File: config.mk
export PLATFORM = sky130hd
export DESIGN_NAME = ipyi_ctrl
export DESIGN_NICKNAME = d
export VERILOG_FILES = /design/src/design/assert_macros.svh /design/src/design/ipyi_pkg.sv /design/src/design/ipyi_ctrl.sv
export SDC_FILE = /design/constraint.sdc
export NUM_CORES = 1
export LEC_CHECK = 0
export BUFFER_PORTS_ARGS = -buffer_cell sky130_fd_sc_hd__buf_2
export CAP_MARGIN = 0
export CELL_PAD_IN_SITES_DETAIL_PLACEMENT = 1
export CELL_PAD_IN_SITES_GLOBAL_PLACEMENT = 2
export CORE_MARGIN = 1
export CORE_UTILIZATION = 23
export CTS_CLUSTER_DIAMETER = 80
export DETAILED_ROUTE_END_ITERATION = 12
export PLACE_DENSITY = 0.82
export RECOVER_POWER = 25
export SETUP_SLACK_MARGIN = 0.02
export SYNTH_ARGS = -nofsm -noshare
export SYNTH_HDL_FRONTEND = slang
export SYNTH_SLANG_ARGS = --single-unit
File: constraint.sdc
create_clock -name clk -period 1.91 [get_ports clk]
set_clock_uncertainty 0.2 [all_clocks]
set_input_delay 0.191 -clock clk [delete_from_list [all_inputs] [get_ports clk]]
set_output_delay 0.191 -clock clk [all_outputs]
set_load 0.05 [all_outputs]
File: src/design/assert_macros.svh
// Assertion macros for the design files; the top level includes them.
// Each macro expects clk and arst_n in scope.
`ifndef ASSERT_MACROS_SVH
`define ASSERT_MACROS_SVH

// property must hold at every clock edge out of reset
`define IPYI_ASSERT(label, prop) \
	label: assert property (@(posedge clk) disable iff (!arst_n) prop) \
		else $error("assertion failed");

// expression must never be true at a clock edge out of reset
`define IPYI_ASSERT_NEVER(label, expr) \
	label: assert property (@(posedge clk) disable iff (!arst_n) !(expr)) \
		else $error("forbidden condition seen");

`endif

File: src/design/ipyi_pkg.sv
// Package for the planar yaw integrator: state, command and status types,
// register indexes and fixed constants. No dependencies.
package ipyi_pkg;

	typedef enum logic [4:0] {
		ST_IDLE,
		ST_MAX,
		ST_MAY,
		ST_MAZ,
		ST_MLO,
		ST_MHI,
		ST_MSS,
		ST_MRATE,
		ST_RATE,
		ST_MN,
		ST_DIV1,
		ST_WAIT1,
		ST_SUM,
		ST_CHECK,
		ST_WAIT2,
		ST_FIN,
		ST_OUT
	} ipyi_state_t;

	typedef enum logic [2:0] {
		MUL_AX,
		MUL_AY,
		MUL_AZ,
		MUL_LO,
		MUL_HI,
		MUL_SS,
		MUL_RATE,
		MUL_N
	} ipyi_mul_sel_t;

	typedef struct packed {
		logic          load;
		ipyi_mul_sel_t mul_sel;
		logic          ss_init;
		logic          ss_add;
		logic          lo_cap;
		logic          hi_cap;
		logic          ss_cap;
		logic          rate_cap;
		logic          div_inc;
		logic          sum;
		logic          check;
		logic          wrap_fin;
		logic          out_load;
	} ipyi_cmd_t;

	typedef struct packed {
		logic div_busy;
		logic in_range;
		logic out_free;
	} ipyi_sts_t;

	localparam int CFG_IDX_W  = 3;
	localparam int CFG_DATA_W = 16;

	localparam logic [CFG_IDX_W-1:0] REG_ACCEL_LSB   = 3'd0;
	localparam logic [CFG_IDX_W-1:0] REG_GYRO_LIMIT  = 3'd1;
	localparam logic [CFG_IDX_W-1:0] REG_RATE_SCALE  = 3'd2;
	localparam logic [CFG_IDX_W-1:0] REG_STILL_NEED  = 3'd3;
	localparam logic [CFG_IDX_W-1:0] REG_DEADBAND    = 3'd4;
	localparam logic [CFG_IDX_W-1:0] REG_MIN_GAP     = 3'd5;
	localparam logic [CFG_IDX_W-1:0] REG_MAX_GAP     = 3'd6;
	localparam logic [CFG_IDX_W-1:0] REG_NOMINAL     = 3'd7;

	localparam logic [15:0] RST_ACCEL_LSB  = 16'd16384;
	localparam logic [14:0] RST_GYRO_LIMIT = 15'd9;
	localparam logic [15:0] RST_RATE_SCALE = 16'd3996;
	localparam logic [15:0] RST_STILL_NEED = 16'd100;
	localparam logic [15:0] RST_DEADBAND   = 16'd3277;
	localparam logic [7:0]  RST_MIN_GAP    = 8'd5;
	localparam logic [7:0]  RST_MAX_GAP    = 8'd30;
	localparam logic [7:0]  RST_NOMINAL    = 8'd10;

	// stillness band: (47 L)^2 <= 2500 * |a|^2 <= (53 L)^2
	localparam logic [21:0] STILL_LO_K    = 22'd47;
	localparam logic [21:0] STILL_HI_K    = 22'd53;
	localparam logic [12:0] STILL_NUM     = 13'd2500;
	localparam logic [15:0] STILL_CNT_MAX = 16'hFFFF;

	function automatic logic [16:0] abs16(input logic signed [15:0] v);
		logic signed [16:0] e;
		e = {v[15], v};
		return e[16] ? 17'(-e) : 17'(e);
	endfunction

endpackage

File: src/design/ipyi_ctrl.sv
// Controller: sequences the multiplier, divider and output register for
// one item at a time. Depends on ipyi_pkg.
module ipyi_ctrl (
	input  logic                clk,
	input  logic                arst_n,
	input  logic                in_valid,
	output logic                in_ready,
	input  ipyi_pkg::ipyi_sts_t sts,
	output ipyi_pkg::ipyi_cmd_t cmd
);

	ipyi_pkg::ipyi_state_t state_q, state_d;

	always_ff @(posedge clk or negedge arst_n) begin
		if (!arst_n) begin
			state_q <= ipyi_pkg::ST_IDLE;
		end else begin
			state_q <= state_d;
		end
	end

	always_comb begin
		state_d = state_q;
		unique case (state_q)
			ipyi_pkg::ST_IDLE:  if (in_valid) state_d = ipyi_pkg::ST_MAX;
			ipyi_pkg::ST_MAX:   state_d = ipyi_pkg::ST_MAY;
			ipyi_pkg::ST_MAY:   state_d = ipyi_pkg::ST_MAZ;
			ipyi_pkg::ST_MAZ:   state_d = ipyi_pkg::ST_MLO;
			ipyi_pkg::ST_MLO:   state_d = ipyi_pkg::ST_MHI;
			ipyi_pkg::ST_MHI:   state_d = ipyi_pkg::ST_MSS;
			ipyi_pkg::ST_MSS:   state_d = ipyi_pkg::ST_MRATE;
			ipyi_pkg::ST_MRATE: state_d = ipyi_pkg::ST_RATE;
			ipyi_pkg::ST_RATE:  state_d = ipyi_pkg::ST_MN;
			ipyi_pkg::ST_MN:    state_d = ipyi_pkg::ST_DIV1;
			ipyi_pkg::ST_DIV1:  state_d = ipyi_pkg::ST_WAIT1;
			ipyi_pkg::ST_WAIT1: if (!sts.div_busy) state_d = ipyi_pkg::ST_SUM;
			ipyi_pkg::ST_SUM:   state_d = ipyi_pkg::ST_CHECK;
			ipyi_pkg::ST_CHECK: begin
				state_d = sts.in_range ? ipyi_pkg::ST_OUT : ipyi_pkg::ST_WAIT2;
			end
			ipyi_pkg::ST_WAIT2: if (!sts.div_busy) state_d = ipyi_pkg::ST_FIN;
			ipyi_pkg::ST_FIN:   state_d = ipyi_pkg::ST_OUT;
			ipyi_pkg::ST_OUT:   if (sts.out_free) state_d = ipyi_pkg::ST_IDLE;
			default:            state_d = ipyi_pkg::ST_IDLE;
		endcase
	end

	always_comb begin
		cmd         = '0;
		cmd.mul_sel = ipyi_pkg::MUL_AX;
		in_ready    = 1'b0;
		unique case (state_q)
			ipyi_pkg::ST_IDLE: begin
				in_ready = 1'b1;
				cmd.load = in_valid;
			end
			ipyi_pkg::ST_MAX: cmd.mul_sel = ipyi_pkg::MUL_AX;
			ipyi_pkg::ST_MAY: begin
				cmd.mul_sel = ipyi_pkg::MUL_AY;
				cmd.ss_init = 1'b1;
			end
			ipyi_pkg::ST_MAZ: begin
				cmd.mul_sel = ipyi_pkg::MUL_AZ;
				cmd.ss_add  = 1'b1;
			end
			ipyi_pkg::ST_MLO: begin
				cmd.mul_sel = ipyi_pkg::MUL_LO;
				cmd.ss_add  = 1'b1;
			end
			ipyi_pkg::ST_MHI: begin
				cmd.mul_sel = ipyi_pkg::MUL_HI;
				cmd.lo_cap  = 1'b1;
			end
			ipyi_pkg::ST_MSS: begin
				cmd.mul_sel = ipyi_pkg::MUL_SS;
				cmd.hi_cap  = 1'b1;
			end
			ipyi_pkg::ST_MRATE: begin
				cmd.mul_sel = ipyi_pkg::MUL_RATE;
				cmd.ss_cap  = 1'b1;
			end
			ipyi_pkg::ST_RATE:  cmd.rate_cap = 1'b1;
			ipyi_pkg::ST_MN:    cmd.mul_sel = ipyi_pkg::MUL_N;
			ipyi_pkg::ST_DIV1:  cmd.div_inc = 1'b1;
			ipyi_pkg::ST_WAIT1: cmd.sum = 1'b0;
			ipyi_pkg::ST_SUM:   cmd.sum = 1'b1;
			ipyi_pkg::ST_CHECK: cmd.check = 1'b1;
			ipyi_pkg::ST_WAIT2: cmd.wrap_fin = 1'b0;
			ipyi_pkg::ST_FIN:   cmd.wrap_fin = 1'b1;
			ipyi_pkg::ST_OUT:   cmd.out_load = sts.out_free;
			default:            cmd.load = 1'b0;
		endcase
	end

endmodule

Word-level counts from Yosys, hierarchy flattened. Index checks and enable logic that the tools add are counted. Widths: inputs -> output; s select.

Input port bits: 6. Output and inout port bits: 16. Word-level logic and storage cells: 44. Register bits: 5.

Equality and inequality tests: 20. Multiplexer cells: 20. Reductions and logical operators: 3.

Operators with widths (number): $pmux 5 s17 (1); $eq 5x4->1 const B (8); $mux 5 (5); $pmux 3 s7 (1); $eq 5x3->1 const B (4); $mux 1 (13); $eq 5x2->1 const B (2); $ne 2x2->1 const B (4); $eq 5x1->1 const B (1); $eq 5x5->1 const B (1); $logic_not 5->1 (1); $reduce_and 4->1 (1); $reduce_or 2->1 (1).

Logic depth before layout (Yosys ltp). Gate-level depths: netlist (run 1).

Depth after elaboration: 3. Gate-level depth with buffers: 5. Depth with buffers taken out: 3.

Worst setup path before layout (run 1). Ideal clock, no wire load.

Kind: register -> output. From: register state_q[0]. To: output cmd[8] (netlist bit). Cell stages (with the launch flop): 5. Data required time: 1.519 ns. Arrival time: 1.908 ns. Path slack: -0.389 ns. Buffers on the path: 2. Cell sequence: dfrtp_1 -> clkbuf_1 -> buf_2 -> nand3b_1 -> nor3_1.

RTL lines: from (decl) (line ipyi_ctrl.sv:12) `ipyi_pkg::ipyi_state_t state_q, state_d;`; from (signal assigned) (line ipyi_ctrl.sv:16) `state_q <= ipyi_pkg::ST_IDLE;`; from (signal assigned) (line ipyi_ctrl.sv:18) `state_q <= state_d;`; to (decl) (line ipyi_ctrl.sv:9) `output ipyi_pkg::ipyi_cmd_t cmd`.

==> metrics.cfg, run 1 <==
[logic_synthesis]
ys_seq_area_share_pct=23.4
synth.cell_area_um2=536
yosysWarnings=0
synth_top_area_cell=dfrtp_1
synth_ff_type=dfrtp_1
post-synth-top-count-cell=nor2_1
synthArstFlopShare_pct=100
yosys-top-cells-area=dfrtp_1 (23%), nor2_1 (7.7%), nor2b_1 (7.0%)
synthCells=77
synth_top_area_share_pct=23.4
synth_seq_cells=5
synthDistinctLibCells=32
syn-num-nets=83
synth_edf_count=0
syn_area_per_cell_um2=6.95
yosys-top-cells-count=nor2_1 (11), nand2_1 (7), a21oi_1 (6), nor2b_1 (6)

[setup_path]
slowest_stage=or4_4
crit_path_end_kind=output port
path_max_fanout=3
crit_arrival_ps=1570
critPathLaunchType=flip-flop
crit_chain=or4_4, nor2_4, and2_4, buf_8
critPathRequiredTime_ps=1520
critPathMaxStageDelay_ps=560
critical_path_class=reg2out

[timing]
max-slew-margin-rel_pct=80.7
fin_crit_ps=1960
rsz0062_at_grt=true
setup_slack_ps=-50.3
fmax_ghz=0.510
setup_viol=2
max_slew.worst_pin.slew_ps=289
report.final.hold_viol_count=0
drv_slew=0
finalCritPeriodShare_pct=103

[die]
io_pins=22
fp.coreArea_um2=2210
die_area_um2=2530
die_w_um=50.3
start_util_pct=24.2
die_height_um=50.3
num_rows=17

[pwr]
p_leak_nw=0.423
irDropWorstVdd_v=0.000912
power_density_nw_per_um2=2040

[flow_run]
maxCapViolCount=0

[placed_design]
portBuffers=21
placed_area_um2=738
dpl.cell_count=127
gp_congestion=0.774
dp_hpwl_mm=1.20
place_ws_ps=49.5

[cells_and_area]
drive_above_1_share_pct=55.0
regMostFlops=state_q
final_cells=137
finalNetCount=116
area_growth_pct=77.6
top_regs=state_q: 5 flops
nFillCells=275
n_antenna_cell=0
largest_reg_flops=5
design_area_um2=951

[drt]
drc_errors=0
ant_nets=0
vias=666
viasPerCell=4.86
wire_per_inst_um=13.3
detail_route.first_pass.iterations=3
wirelength_mm=1.82
drt_iter0_markers=4

[cts]
htree_levels=1
clock-sinks=5
clkTransAtPathRegs_ps=40
root_buffer=clkbuf_4
cts_max_path_buffers=2
numCtsBuffers=3
insertion_delay_ps=240
cts_tree=yes

[global_routing]
groute.usage.overall_pct=16.4
grt-ovfl-total=0
grt_pass1_wl_mm=3.08
grt_pass1_vias=693
antenna_found_initial=0
grt_max_degree=12

[worst_hold_path]
hp-class=in2reg

[outcome]
status=complete, but fails checks
violations=negative setup slack

==> cells in the final DEF, fill, tap and decap left out, types with 2 or more instances in the layout <==
| cell type | synthesis | final |
|---|---|---|
| nand2b_1 | 2 | 2 |
| nor3_2 | 0 | 2 |
| dlygate4sd3_1 | 0 | 2 |
| clkbuf_4 | 0 | 4 |
| nand3b_1 | 3 | 3 |
| dfrtp_2 | 0 | 2 |
| a21oi_1 | 6 | 3 |
| nor2_1 | 11 | 6 |
| nor2_4 | 1 | 4 |
| nor2_2 | 0 | 2 |
| dfrtp_1 | 5 | 3 |
| o21ai_0 | 5 | 3 |
| buf_8 | 0 | 2 |
| a21oi_2 | 0 | 3 |
| nor2b_1 | 6 | 4 |
| and3_1 | 2 | 2 |
| buf_4 | 0 | 13 |
| clkbuf_1 | 3 | 2 |
| nand2_1 | 7 | 6 |
| o21ai_1 | 2 | 3 |
| buf_2 | 4 | 9 |
| buf_6 | 1 | 9 |
==> worst paths after layout <==
| path | from | to | slack [ps] | cells after the start |
|---|---|---|---|---|
| min in group asynchronous | arst_n | state_q[0] | 150 | 2 |
| worst min register to register | state_q[4] | state_q[2] | 520 | 2 |
| worst max register to register | state_q[0] | state_q[1] | 270 | 4 |
| max in group asynchronous | arst_n | state_q[2] | 1110 | 2 |
| worst min-delay path | sts[2] | state_q[2] | 80 | 4 |
| worst max-delay path | state_q[0] | cmd[14] | -50 | 4 |
==> cell type report <==
cell class                      count  area (um^2)  share of cell area (%)
Tap cell                           28         35.0                    3.68
Sequential cell                     5          128                    13.4
Clock buffer                        4         26.3                    2.76
Inverter                            1         3.75                   0.395
Timing Repair Buffer               37          305                    32.1
Multi-Input combinational cell     62          453                    47.6
==> metrics by stage <==
stage | hold slack, ps | total power [W] | setup TNS, ps | util (%)
finish | 83.5 | 0.00194 | -85.7 | 43.0
global route | 101 | 0.00207 | -409 | 43.0
floorplan | -305 | 0.00120 | -113 | -
CTS | 72.7 | 0.00176 | -114 | 39.3
global placement | -194 | 0.00146 | 0 | 33.4
detailed placement | -192 | 0.00148 | 0 | 33.4
==> metal layers <==
metal  GRT usage (%)  up-vias  routed length [um]
met5               0        -                   0
met4            10.0        0                  40
met3            1.82        4                  54
met2            28.4       15                 924
met1            19.0      319                 800
li1                -      328                   -
==> repair_timing <==
item / 4_1_cts / 5_1_grt
hold buffers: 2 / 0
endpoints found under the hold margin: 6 / 0
pin swaps: 2 / 7
endpoints found under the setup margin: 10 / 13
buffers inserted: 2 / 2
gates resized for setup: 21 / 22
==> worst max-delay path: cells and delay by family, from the launching register on <==
| kind | cells | cell delay [ps] |
|---|---|---|
| buf+inv | 1 | 130 |
| flops | 1 | 390 |
| simple gates | 3 | 790 |
==> report_power, final <==
group | switching, W | internal, W
Combinational | 0.000976 | 0.000640
Clock | 0.0000419 | 0.0000789
Sequential | 0.0000526 | 0.000155
==> cell families after synthesis <==
logic type | count (synthesis) | share of synthesized area, %
AOI/OAI and AO/OA | 18 | 19.9
buffers and inverters | 10 | 9.34
DFF | 5 | 23.4
muxes | 1 | 1.87
and+or+nand+nor | 43 | 45.6
Note: power is estimated with default switching activity, not from simulation.
==> inputs of run 2 (changes only) <==
RECOVER_POWER = default   (was 25)
==> run 2 against run 1 <==
Against the previous run:
- the run still ends with negative setup slack left
- clock power about the same
- count of clock-buffer cells in the layout unchanged
- register-to-register slack about the same
- largest cell class unchanged
==> metrics.cfg, run 2 (synthesis gave the netlist of run 1 again) <==
[pwr]
irDropWorstVdd_v=0.000912
clkPwrFrac_pct=6.2
p_total_w=0.00194
p_leak_nw=0.426
power_switching_share_pct=55.0
power_frac_comb_pct=83.1
power_density_nw_per_um2=2040
p_sw_w=0.00107
seqPwrFrac_pct=10.7
intPower_w=0.000874

[die]
num_rows=17
die_height_um=50.3
die_area_um2=2530
fp.coreArea_um2=2210
io_pins=22
die_w_um=50.3
start_util_pct=24.2

[cts]
numCtsBuffers=3
cts_tree=yes
insertion_delay_ps=240
htree_levels=1
clock-sinks=5
root_buffer=clkbuf_4
cts_max_path_buffers=2
clkTransAtPathRegs_ps=40

[placed_design]
gp_congestion=0.774
dp_hpwl_mm=1.20
portBuffers=21

[timing]
rsz0062_at_grt=true
fmax_ghz=0.510
setup_slack_ps=-50.3
report.final.hold_viol_count=0
setup_viol=2
max-slew-margin-rel_pct=84.0
max_slew.worst_pin.slew_ps=240
holdWs_ps=83.5
fin_crit_ps=1960
finalCritPeriodShare_pct=103
drv_slew=0

[cells_and_area]
final_util_pct=43.0
top_regs=state_q: 5 flops
largest_reg_flops=5
n_antenna_cell=0
final_cell_mix=buf_4 (13), buf_2 (10), buf_6 (9)
regMostFlops=state_q
area_growth_pct=77.8
final_common_cell=buf_4
finalNetCount=116
drive_above_1_share_pct=56.0

[setup_path]
crit_buf_inv=1
crit_path_end_kind=output port
critPathMaxStageDelay_ps=560
cpLargestDelayFamily=simple AND/OR/NAND/NOR gates
critPathRequiredTime_ps=1520
path_max_fanout=3
slowest_stage=or4_4
crit_chain=or4_4, nor2_4, and2_4, buf_8
crit_arrival_ps=1570
critical_path_class=reg2out
critPathLaunchType=flip-flop

[drt]
vias=666
viasPerCell=4.86
drt_iter0_markers=4
wire_per_inst_um=13.3
ant_nets=0
drc_errors=0
wirelength_mm=1.82
detail_route.first_pass.iterations=3

[global_routing]
antenna_found_initial=0
grt_pass1_vias=693
grt_max_degree=12
grt_pass1_wl_mm=3.08
groute.usage.overall_pct=16.4
grt-ovfl-total=0

[flow_run]
maxCapViolCount=0

[outcome]
violations=negative setup slack
status=complete, but fails checks

[worst_hold_path]
hp-class=in2reg

==> run 2: path summary, 6_finish.rpt <==
path	endpoint	cells past startpoint	startpoint	slack, ps
setup reg to reg	state_q[1]	4	state_q[0]	270
hold / removal	state_q[2]	4	sts[2]	80
min in group asynchronous	state_q[0]	2	arst_n	110
max in group asynchronous	state_q[2]	2	arst_n	1250
setup / recovery	cmd[14]	4	state_q[0]	-50
hold reg to reg	state_q[2]	2	state_q[4]	520
==> run 2: cell type report <==
| class | count | area (um^2) |
|---|---|---|
| Fill cell | 274 | 1260 |
| Tap cell | 28 | 35.0 |
| Sequential cell | 5 | 128 |
| Inverter | 1 | 3.75 |
| Timing Repair Buffer | 37 | 307 |
| Multi-Input combinational cell | 62 | 453 |
| Clock buffer | 4 | 26.3 |
==> run 2: power by group through the flow <==
stage	sequential (W)	combinational, W	clock (W)
after global routing	0.000215	0.00172	0.000134
after detailed placement	0.000200	0.00128	0
after global placement	0.000193	0.00127	0
after CTS	0.000204	0.00143	0.000124
after floorplan	0.000168	0.00103	0
final	0.000208	0.00162	0.000121
==> run 2: what timing repair did <==
action / 4_1_cts / 5_1_grt
hold buffers: 2 / 0
buffers inserted: 2 / 2
resized for setup: 21 / 22
endpoints found under the setup margin: 10 / 13
hold endpoints to repair: 6 / 0
pin swaps: 2 / 7
==> run 2: metrics by stage <==
step                      worst slack [ps]  setup TNS [ps]  area (um^2)  std cells
after floorplan                       -113            -113          576         77
after detailed placement              49.5               0          738        127
final                                -50.3           -85.7          952        137
after CTS                            -57.4            -114          868        135
after global placement                87.9               0          738        127
after global routing                  -117            -409          952        137
==> run 2: metal layers <==
layer,global-route usage [%],wire [um],up-vias
li1,-,-,328
met1,19.0,802,319
met2,28.4,924,15
met3,1.82,54,4
met4,10.0,40,0
met5,0,0,-
==> run 2: tightest hold or removal path: stages <==
cell      delay [ps]
buf_2             90
nand2_1           50
nand4b_1          90
a21oi_1           60
